### src/pmwb_pkg.sv
// ----------------------------------------------------------------------------
// pmwb_pkg: shared types and constants for the particle move and wall bounce.
// Holds the register indexes, the sequencer states and the CORDIC table.
// ----------------------------------------------------------------------------
package pmwb_pkg;

  localparam int CORDIC_STEPS_DEF = 16;
  localparam int FRAC_BITS_DEF    = 16;
  localparam int CFG_IDX_W        = 3;
  localparam int CFG_DATA_W       = 16;
  localparam logic [63:0] CORDIC_GAIN_Q30 = 64'd652032874;
  localparam logic [15:0] HALF_TURN = 16'h8000;

  typedef enum logic [CFG_IDX_W-1:0] {
    REG_SCREEN_W   = 3'd0,
    REG_SCREEN_H   = 3'd1,
    REG_RADIUS     = 3'd2,
    REG_SPEED      = 3'd3,
    REG_START_X    = 3'd4,
    REG_START_Y    = 3'd5,
    REG_START_HEAD = 3'd6,
    REG_SPARE      = 3'd7
  } cfg_idx_t;

  typedef enum logic [3:0] {
    ST_IDLE,
    ST_LEN,
    ST_COR1,
    ST_MULX,
    ST_MULY,
    ST_CLAMP,
    ST_COR2,
    ST_PUSHX,
    ST_COR3,
    ST_PUSHY,
    ST_DONE
  } state_t;

  typedef struct packed {
    logic        start;
    logic [15:0] angle;
  } cor_req_t;

  function automatic logic [31:0] atan_entry(input logic [4:0] i);
    logic [31:0] v;
    unique case (i)
      5'd0:  v = 32'd536870912;
      5'd1:  v = 32'd316933406;
      5'd2:  v = 32'd167458907;
      5'd3:  v = 32'd85004756;
      5'd4:  v = 32'd42667331;
      5'd5:  v = 32'd21354465;
      5'd6:  v = 32'd10679838;
      5'd7:  v = 32'd5340245;
      5'd8:  v = 32'd2670163;
      5'd9:  v = 32'd1335086;
      5'd10: v = 32'd667544;
      5'd11: v = 32'd333772;
      5'd12: v = 32'd166886;
      5'd13: v = 32'd83443;
      5'd14: v = 32'd41721;
      5'd15: v = 32'd20860;
      5'd16: v = 32'd10430;
      5'd17: v = 32'd5215;
      5'd18: v = 32'd2607;
      5'd19: v = 32'd1303;
      5'd20: v = 32'd651;
      5'd21: v = 32'd325;
      5'd22: v = 32'd162;
      5'd23: v = 32'd81;
      default: v = 32'd0;
    endcase
    return v;
  endfunction

endpackage

### src/pmwb_cordic.sv
// ----------------------------------------------------------------------------
// pmwb_cordic: iterative rotation-mode CORDIC, one micro-rotation per cycle.
// Returns cos and sin of a 16-bit binary angle with FRAC_BITS fraction bits.
// ----------------------------------------------------------------------------
module pmwb_cordic #(
  parameter int CORDIC_STEPS = pmwb_pkg::CORDIC_STEPS_DEF,
  parameter int FRAC_BITS    = pmwb_pkg::FRAC_BITS_DEF
) (
  input  logic                clk,
  input  logic                rst_n,
  input  pmwb_pkg::cor_req_t  req,
  output logic                done,
  output logic signed [FRAC_BITS+2:0] cos_o,
  output logic signed [FRAC_BITS+2:0] sin_o
);
  localparam int VW = FRAC_BITS + 3;
  localparam int CW = $clog2(CORDIC_STEPS + 1);

  logic signed [VW-1:0] x_r, x_nxt, y_r, y_nxt;
  logic signed [32:0]   z_r, z_nxt;
  logic                 flip_r, flip_nxt;
  logic                 busy_r, busy_nxt;
  logic                 done_r, done_nxt;
  logic [CW-1:0]        cnt_r, cnt_nxt;
  logic [31:0]          a;
  logic                 fl;
  logic signed [VW-1:0] dx, dy;
  logic signed [32:0]   at;

  always_comb begin
    a = {req.angle, 16'h0000};
    fl = a[31] ^ a[30];
    dx = y_r >>> cnt_r;
    dy = x_r >>> cnt_r;
    at = $signed({1'b0, pmwb_pkg::atan_entry(5'(cnt_r))});
    x_nxt = x_r;
    y_nxt = y_r;
    z_nxt = z_r;
    flip_nxt = flip_r;
    busy_nxt = busy_r;
    done_nxt = 1'b0;
    cnt_nxt = cnt_r;
    if (req.start) begin
      flip_nxt = fl;
      z_nxt = $signed({fl ? ~a[31] : a[31], fl ? ~a[31] : a[31], a[30:0]});
      x_nxt = VW'($signed(pmwb_pkg::CORDIC_GAIN_Q30 >> (30 - FRAC_BITS)));
      y_nxt = '0;
      cnt_nxt = '0;
      busy_nxt = 1'b1;
    end else if (busy_r) begin
      if (!z_r[32]) begin
        x_nxt = x_r - dx;
        y_nxt = y_r + dy;
        z_nxt = z_r - at;
      end else begin
        x_nxt = x_r + dx;
        y_nxt = y_r - dy;
        z_nxt = z_r + at;
      end
      cnt_nxt = cnt_r + CW'(1);
      if (cnt_r == CW'(CORDIC_STEPS - 1)) begin
        busy_nxt = 1'b0;
        done_nxt = 1'b1;
      end
    end
  end

  always_ff @(posedge clk) begin
    if (!rst_n) begin
      busy_r <= 1'b0;
      done_r <= 1'b0;
      cnt_r  <= '0;
    end else begin
      busy_r <= busy_nxt;
      done_r <= done_nxt;
      cnt_r  <= cnt_nxt;
    end
    x_r    <= x_nxt;
    y_r    <= y_nxt;
    z_r    <= z_nxt;
    flip_r <= flip_nxt;
  end

  assign done  = done_r;
  assign cos_o = flip_r ? -x_r : x_r;
  assign sin_o = flip_r ? -y_r : y_r;
endmodule

### src/particle_move_and_wall_bounce.sv
// ----------------------------------------------------------------------------
// particle_move_and_wall_bounce: one particle advanced once per tick.
//
// The input channel takes one tick transaction carrying time_step (Q0.16 s).
// Each tick moves the particle along its heading, clamps it into the screen
// and reflects it off the side walls and the top or bottom, yielding one
// result transaction with the new position, heading and bounce flags.
// A sequencer drives one iterative CORDIC unit and a multiplier shared by the
// move and push products. A tick needs one evaluation plus one per bounce.
// in_ready is high only while idle; a new tick is taken once the previous
// result has been handed over to the output register. The result stays in
// the output register while out_ready is low. Reset sets the registers to
// their reset values and the particle to the origin with heading zero.
// Writes to start_x, start_y or start_heading reload the particle state;
// the user must write only while the block is idle; it is not enforced.
// ----------------------------------------------------------------------------
module particle_move_and_wall_bounce #(
  parameter int CORDIC_STEPS = pmwb_pkg::CORDIC_STEPS_DEF,
  parameter int FRAC_BITS    = pmwb_pkg::FRAC_BITS_DEF
) (
  input  logic        clk,
  input  logic        rst_n,
  input  logic        in_valid,
  output logic        in_ready,
  input  logic [15:0] in_time_step,
  output logic        out_valid,
  input  logic        out_ready,
  output logic signed [31:0] out_pos_x,
  output logic signed [31:0] out_pos_y,
  output logic [15:0] out_heading_out,
  output logic        out_side_bounce,
  output logic        out_floor_bounce,
  input  logic        cfg_we,
  input  logic [pmwb_pkg::CFG_IDX_W-1:0]  cfg_index,
  input  logic [pmwb_pkg::CFG_DATA_W-1:0] cfg_data
);
  localparam int TW = FRAC_BITS + 3;

  pmwb_pkg::state_t state_r, state_nxt;
  logic [11:0] scr_w_r, scr_h_r;
  logic [7:0]  rad_r;
  logic [15:0] speed_r;
  logic [31:0] px_r, py_r;
  logic [15:0] head_r;
  logic [15:0] step_r;
  logic [27:0] len_r;
  logic signed [31:0] x_r, y_r;
  logic        side_r, floor_r;
  logic signed [63:0] prod_r;
  logic        ov_r;

  pmwb_pkg::cor_req_t creq;
  logic        cdone;
  logic signed [TW-1:0] c_cos, c_sin;

  pmwb_cordic #(.CORDIC_STEPS(CORDIC_STEPS), .FRAC_BITS(FRAC_BITS)) u_cordic (
    .clk(clk), .rst_n(rst_n), .req(creq), .done(cdone), .cos_o(c_cos), .sin_o(c_sin)
  );

  logic signed [33:0] rad_q, w_q, h_q, wl_q, hl_q;
  logic signed [33:0] cx, cy;
  logic signed [35:0] mul_a;
  logic signed [TW-1:0] mul_b;
  logic signed [63:0] mul_p;
  logic [63:0] pmag;
  logic signed [31:0] pushv;
  logic signed [31:0] stepv;

  assign rad_q = $signed({10'd0, rad_r, 16'd0});
  assign w_q   = $signed({6'd0, scr_w_r, 16'd0});
  assign h_q   = $signed({6'd0, scr_h_r, 16'd0});
  assign wl_q  = w_q - rad_q;
  assign hl_q  = h_q - rad_q;
  assign cx    = 34'(x_r);
  assign cy    = 34'(y_r);

  always_comb begin
    mul_a = $signed({8'd0, len_r});
    mul_b = (state_r == pmwb_pkg::ST_MULX || state_r == pmwb_pkg::ST_COR3) ? c_sin : c_cos;
    if (state_r == pmwb_pkg::ST_COR2 || state_r == pmwb_pkg::ST_COR3) begin
      mul_a = $signed({8'd0, len_r}) + 36'(rad_q);
    end
    mul_p = 64'(mul_a) * 64'(mul_b);
    pmag  = prod_r[63] ? 64'(-prod_r) : 64'(prod_r);
    pmag  = pmag >> (16 + FRAC_BITS);
    pushv = prod_r[63] ? -{pmag[15:0], 16'd0} : {pmag[15:0], 16'd0};
    stepv = 32'(prod_r >>> FRAC_BITS);
  end

  always_comb begin
    state_nxt = state_r;
    unique case (state_r)
      pmwb_pkg::ST_IDLE:  if (in_valid) state_nxt = pmwb_pkg::ST_LEN;
      pmwb_pkg::ST_LEN:   state_nxt = pmwb_pkg::ST_COR1;
      pmwb_pkg::ST_COR1:  if (cdone) state_nxt = pmwb_pkg::ST_MULX;
      pmwb_pkg::ST_MULX:  state_nxt = pmwb_pkg::ST_MULY;
      pmwb_pkg::ST_MULY:  state_nxt = pmwb_pkg::ST_CLAMP;
      pmwb_pkg::ST_CLAMP: begin
        if (cx <= rad_q || cx >= wl_q) state_nxt = pmwb_pkg::ST_COR2;
        else if (cy <= rad_q || cy >= hl_q) state_nxt = pmwb_pkg::ST_COR3;
        else state_nxt = pmwb_pkg::ST_DONE;
      end
      pmwb_pkg::ST_COR2:  if (cdone) state_nxt = pmwb_pkg::ST_PUSHX;
      pmwb_pkg::ST_PUSHX: begin
        if (cy <= rad_q || cy >= hl_q) state_nxt = pmwb_pkg::ST_COR3;
        else state_nxt = pmwb_pkg::ST_DONE;
      end
      pmwb_pkg::ST_COR3:  if (cdone) state_nxt = pmwb_pkg::ST_PUSHY;
      pmwb_pkg::ST_PUSHY: state_nxt = pmwb_pkg::ST_DONE;
      pmwb_pkg::ST_DONE:  if (!ov_r || out_ready) state_nxt = pmwb_pkg::ST_IDLE;
      default:            state_nxt = pmwb_pkg::ST_IDLE;
    endcase
  end

  always_comb begin
    in_ready = (state_r == pmwb_pkg::ST_IDLE);
    creq.start = 1'b0;
    creq.angle = head_r;
    unique case (state_r)
      pmwb_pkg::ST_LEN: creq.start = 1'b1;
      pmwb_pkg::ST_CLAMP: begin
        creq.start = 1'b1;
        if (cx <= rad_q || cx >= wl_q) creq.angle = pmwb_pkg::HALF_TURN - head_r;
        else creq.angle = 16'd0 - head_r;
      end
      pmwb_pkg::ST_PUSHX: begin
        creq.start = 1'b1;
        creq.angle = 16'd0 - head_r;
      end
      default: ;
    endcase
  end

  always_ff @(posedge clk) begin
    if (!rst_n) begin
      state_r <= pmwb_pkg::ST_IDLE;
      scr_w_r <= 12'd1280;
      scr_h_r <= 12'd720;
      rad_r   <= 8'd1;
      speed_r <= '0;
      px_r    <= '0;
      py_r    <= '0;
      head_r  <= '0;
      ov_r    <= 1'b0;
    end else begin
      state_r <= state_nxt;
      if (cfg_we) begin
        unique case (pmwb_pkg::cfg_idx_t'(cfg_index))
          pmwb_pkg::REG_SCREEN_W:   scr_w_r <= cfg_data[11:0];
          pmwb_pkg::REG_SCREEN_H:   scr_h_r <= cfg_data[11:0];
          pmwb_pkg::REG_RADIUS:     rad_r   <= cfg_data[7:0];
          pmwb_pkg::REG_SPEED:      speed_r <= cfg_data;
          pmwb_pkg::REG_START_X:    px_r    <= {4'd0, cfg_data[11:0], 16'd0};
          pmwb_pkg::REG_START_Y:    py_r    <= {4'd0, cfg_data[11:0], 16'd0};
          pmwb_pkg::REG_START_HEAD: head_r  <= cfg_data;
          default: ;
        endcase
      end
      if (out_valid && out_ready && state_r != pmwb_pkg::ST_DONE) ov_r <= 1'b0;
      unique case (state_r)
        pmwb_pkg::ST_CLAMP: begin
          if (cx <= rad_q || cx >= wl_q) head_r <= pmwb_pkg::HALF_TURN - head_r;
          else if (cy <= rad_q || cy >= hl_q) head_r <= 16'd0 - head_r;
        end
        pmwb_pkg::ST_PUSHX: if (cy <= rad_q || cy >= hl_q) head_r <= 16'd0 - head_r;
        pmwb_pkg::ST_DONE: begin
          if (!ov_r || out_ready) begin
            ov_r <= 1'b1;
            px_r <= x_r;
            py_r <= y_r;
          end
        end
        default: ;
      endcase
    end
  end

  always_ff @(posedge clk) begin
    unique case (state_r)
      pmwb_pkg::ST_IDLE: begin
        step_r  <= in_time_step;
        side_r  <= 1'b0;
        floor_r <= 1'b0;
      end
      pmwb_pkg::ST_LEN: len_r <= 28'(({16'd0, speed_r} * {16'd0, step_r}) >> 4);
      pmwb_pkg::ST_COR1: if (cdone) prod_r <= mul_p;
      pmwb_pkg::ST_MULX: begin
        x_r    <= $signed(px_r) + stepv;
        prod_r <= mul_p;
      end
      pmwb_pkg::ST_MULY: y_r <= $signed(py_r) + stepv;
      pmwb_pkg::ST_CLAMP: begin
        if (x_r < 0) x_r <= 32'(rad_q);
        else if (cx > w_q) x_r <= 32'(wl_q);
        if (y_r < 0) y_r <= 32'(rad_q);
        else if (cy > h_q) y_r <= 32'(hl_q);
      end
      pmwb_pkg::ST_COR2: if (cdone) begin
        side_r <= 1'b1;
        prod_r <= mul_p;
      end
      pmwb_pkg::ST_COR3: if (cdone) begin
        floor_r <= 1'b1;
        prod_r  <= mul_p;
      end
      default: ;
    endcase
    if (state_r == pmwb_pkg::ST_PUSHX) x_r <= x_r + pushv;
    if (state_r == pmwb_pkg::ST_PUSHY) y_r <= y_r + pushv;
    if (state_r == pmwb_pkg::ST_DONE && (!ov_r || out_ready)) begin
      out_pos_x        <= x_r;
      out_pos_y        <= y_r;
      out_heading_out  <= head_r;
      out_side_bounce  <= side_r;
      out_floor_bounce <= floor_r;
    end
  end

  assign out_valid = ov_r;
endmodule

### config.mk
export PLATFORM = sky130hd
export DESIGN_NAME = particle_move_and_wall_bounce
export DESIGN_NICKNAME = d
export VERILOG_FILES = /design/src/pmwb_pkg.sv /design/src/pmwb_cordic.sv /design/src/particle_move_and_wall_bounce.sv
export SDC_FILE = /design/constraint.sdc
export NUM_CORES = 2
export LEC_CHECK = 0
export ABC_AREA = 1
export BUFFER_PORTS_ARGS = -buffer_cell sky130_fd_sc_hd__buf_2
export CAP_MARGIN = 10
export CELL_PAD_IN_SITES_DETAIL_PLACEMENT = 0
export CELL_PAD_IN_SITES_GLOBAL_PLACEMENT = 1
export CORE_MARGIN = 3
export CORE_UTILIZATION = 49
export DETAILED_ROUTE_END_ITERATION = 10
export PLACE_DENSITY = 0.86
export RECOVER_POWER = 100
export SLEW_MARGIN = 20
export SYNTH_ARGS = -nofsm -noshare
export SYNTH_HDL_FRONTEND = slang
export SYNTH_HIERARCHICAL = 1
export SYNTH_SLANG_ARGS = --single-unit
### constraint.sdc
create_clock -name clk -period 12 [get_ports clk]
set_clock_uncertainty 0.1 [all_clocks]
set_input_delay 0.6 -clock clk [delete_from_list [all_inputs] [get_ports clk]]
set_output_delay 0.6 -clock clk [all_outputs]
set_load 0.05 [all_outputs]
==> out/results.ini <==
[sta]
hold_viol=0
rsz0062_at_grt=no
fin_setup_tns_ps=0
slew_violations=508
slew_headroom=-1.09
fin_crit_sh=0.846
period_needed_ps=10150
holdWs_ps=168
tightest_slew_ps=3140
setup_violations=0
fmax_ghz=0.0985

[logic_synthesis]
synth_cell_types=75
postSynthCellCount=8004
synth_edf_count=259
ys_ff_latch=483
synthArstFlopShare=0
ys.flop_type=edfxtp_1
yosysWarnings=6
syn_area_sq_um=61300
syn-num-nets=9263
avgSynthCellArea_sq_um=7.65
ys_seq_area_frac=0.200

[floorplan]
chipWidth_microns=360
ios=124
dieArea_sq_um=129000
die_height_microns=360
rows=129
core-area_sq_um=124000
start_util=0.494

[outcome]
outcome=complete, but fails checks
violations=capacitance limit, slew limit

[worst_hold_path]
min_path_type=in -> reg

[setup_path]
cp.arrival_ps=10520
worstPathRequired_ps=12370
critPathTopFamily=adder cells
cp-end-kind=flop
critPathLaunchType=flop
path_class=reg -> reg
critical_path.max_stage_delay_ps=760
crit_top_cell=inv_1
crit_fanout=22
cp_slowest_cell=clkbuf_1
worst-path-buf-inv=10

[detailed_routing]
via_count=53724
wl_met3_microns=15900
first_pass_iters=6
viasPerCell=5.54
finalWirelength_microns=199000
wl_per_cell_microns=20.5
drt_iter0_drc=4860
m1WireLength_microns=86200
ant_nets=0
drcViolationCount=0
routed.top_layer=met5
wl_met2_microns=88400

[cts]
clk_pin_slew_worst_paths_ps=60
cts_buffers=66
clock_path_buffers=3
clk_latency_ps=690
cts_root_buffer=clkbuf_16
clkSinkCount=483
cts_resized=0
cts_tree=built
cts_max_level=3

[flow_run]
cap_violations=13

[placed_design]
port_buffers=123
place.gp.congestion=0.958
hpwl_microns=158000

[global_routing]
grt_usage=0.306
grt_start_max_net_pins=78
grt_pass1_wl_microns=309000
grt_pass1_vias=53300
grt_antenna_before_repair=3
grt_overflow=0

[layout]
drive_above_1_share=0.0410
fin_nets=9274
areaGrowthSynthToFinish_pct=6.92

==> cell type report <==
cell class                      count  area [sq um]
Fill cell                       12100         58500
Multi-Input combinational cell   5828         42500
Sequential cell                   483         12300
Tap cell                         1637          2050
Clock buffer                       89          1820
Clock inverter                     30           414
Timing Repair Buffer              211          1120
Inverter                         1425          5350
Antenna cell                        1          2.50
==> cell usage after synthesis (42+ instances only) <==
| cell type | n | area, sq um |
|---|---|---|
| a21oi_1 | 537 | 2690 |
| a31oi_1 | 57 | 357 |
| buf_2 | 57 | 285 |
| clkbuf_1 | 180 | 676 |
| dfxtp_1 | 224 | 4480 |
| edfxtp_1 | 259 | 7780 |
| fa_1 | 662 | 13300 |
| ha_1 | 557 | 6970 |
| inv_1 | 1374 | 5160 |
| inv_2 | 42 | 158 |
| nand2_1 | 1767 | 6630 |
| nand3_1 | 274 | 1370 |
| nand4_1 | 49 | 307 |
| nor2_1 | 715 | 2680 |
| nor3_1 | 68 | 340 |
| o21ai_0 | 403 | 2020 |
| o21ai_1 | 57 | 285 |
| xnor2_1 | 94 | 823 |
| xor2_1 | 192 | 1680 |
==> per-layer routing <==
layer  vias up  global-route usage
met4         4               0.109
met2      2028               0.488
met5         -                   0
li1      25509                   -
met3       395              0.0516
met1     25788               0.421
==> flip-flops by register name (all words and copies together), names as in the netlist, 32 cells and up <==
register / flops
prod_r: 49
u_cordic/z_r: 33
out_pos_x: 32
out_pos_y: 32
px_r: 32
py_r: 32
x_r: 32
y_r: 32
==> metrics by stage <==
step / utilization / instance area, sq um / std cells / setup WS, ps
5_1_grt: 0.528 / 65500 / 9703 / 1260
6_report: 0.528 / 65500 / 9704 / 1850
2_1_floorplan: - / 61300 / 8004 / 3650
3_5_place_dp: 0.511 / 63400 / 9569 / 3140
4_1_cts: 0.530 / 65700 / 9703 / 3110
3_3_place_gp: 0.511 / 63400 / 9569 / 2790
==> logic make-up (layout without fill, tap and decap cells) <==
| logic type | count (synthesis) | after routing | synth area share |
|---|---|---|---|
| and+or+nand+nor | 3019 | 3019 | 0.202 |
| adders and majority gates | 1219 | 1219 | 0.330 |
| other | 0 | 1 | 0 |
| DFF | 483 | 483 | 0.200 |
| AOI/OAI and AO/OA | 1278 | 1278 | 0.116 |
| muxes | 25 | 25 | 0.00409 |
| buffers and inverters | 1693 | 1755 | 0.106 |
| xor gates and xnor gates | 287 | 287 | 0.0412 |
==> cells in the final DEF, fill, tap and decap left out, types with 21 or more instances in the layout <==
master,count
nand2_1,1768
inv_1,1381
nor2_1,714
fa_1,662
ha_1,557
a21oi_1,539
o21ai_0,419
nand3_1,274
edfxtp_1,259
dfxtp_1,224
xor2_1,192
clkbuf_1,126
xnor2_1,94
nor3_1,69
clkbuf_16,67
a31oi_1,57
buf_4,50
nand4_1,49
o21ai_1,40
buf_2,36
inv_2,31
nor2_2,29
o22ai_1,28
o211ai_1,27
or2_2,26
mux2i_1,25
o21a_1,22
nor4_1,21
==> what timing repair did <==
item / 4_1_cts / 5_1_grt
hold buffers: 15 / 0
hold endpoints to repair: 15 / 0
buffers inserted: 0 / 0
==> final timing paths <==
path	start	endpoint	slack, ps	cells after the start
min reg2reg	floor_r	out_floor_bounce	320	0
max	state_r[3]	prod_r[28]	1850	33
min	in_time_step[15]	step_r[15]	170	1
max reg2reg	state_r[3]	prod_r[28]	1850	33
Power is not shown: default switching activity piles up to over one toggle a cycle in this logic, so the estimate is an artifact.
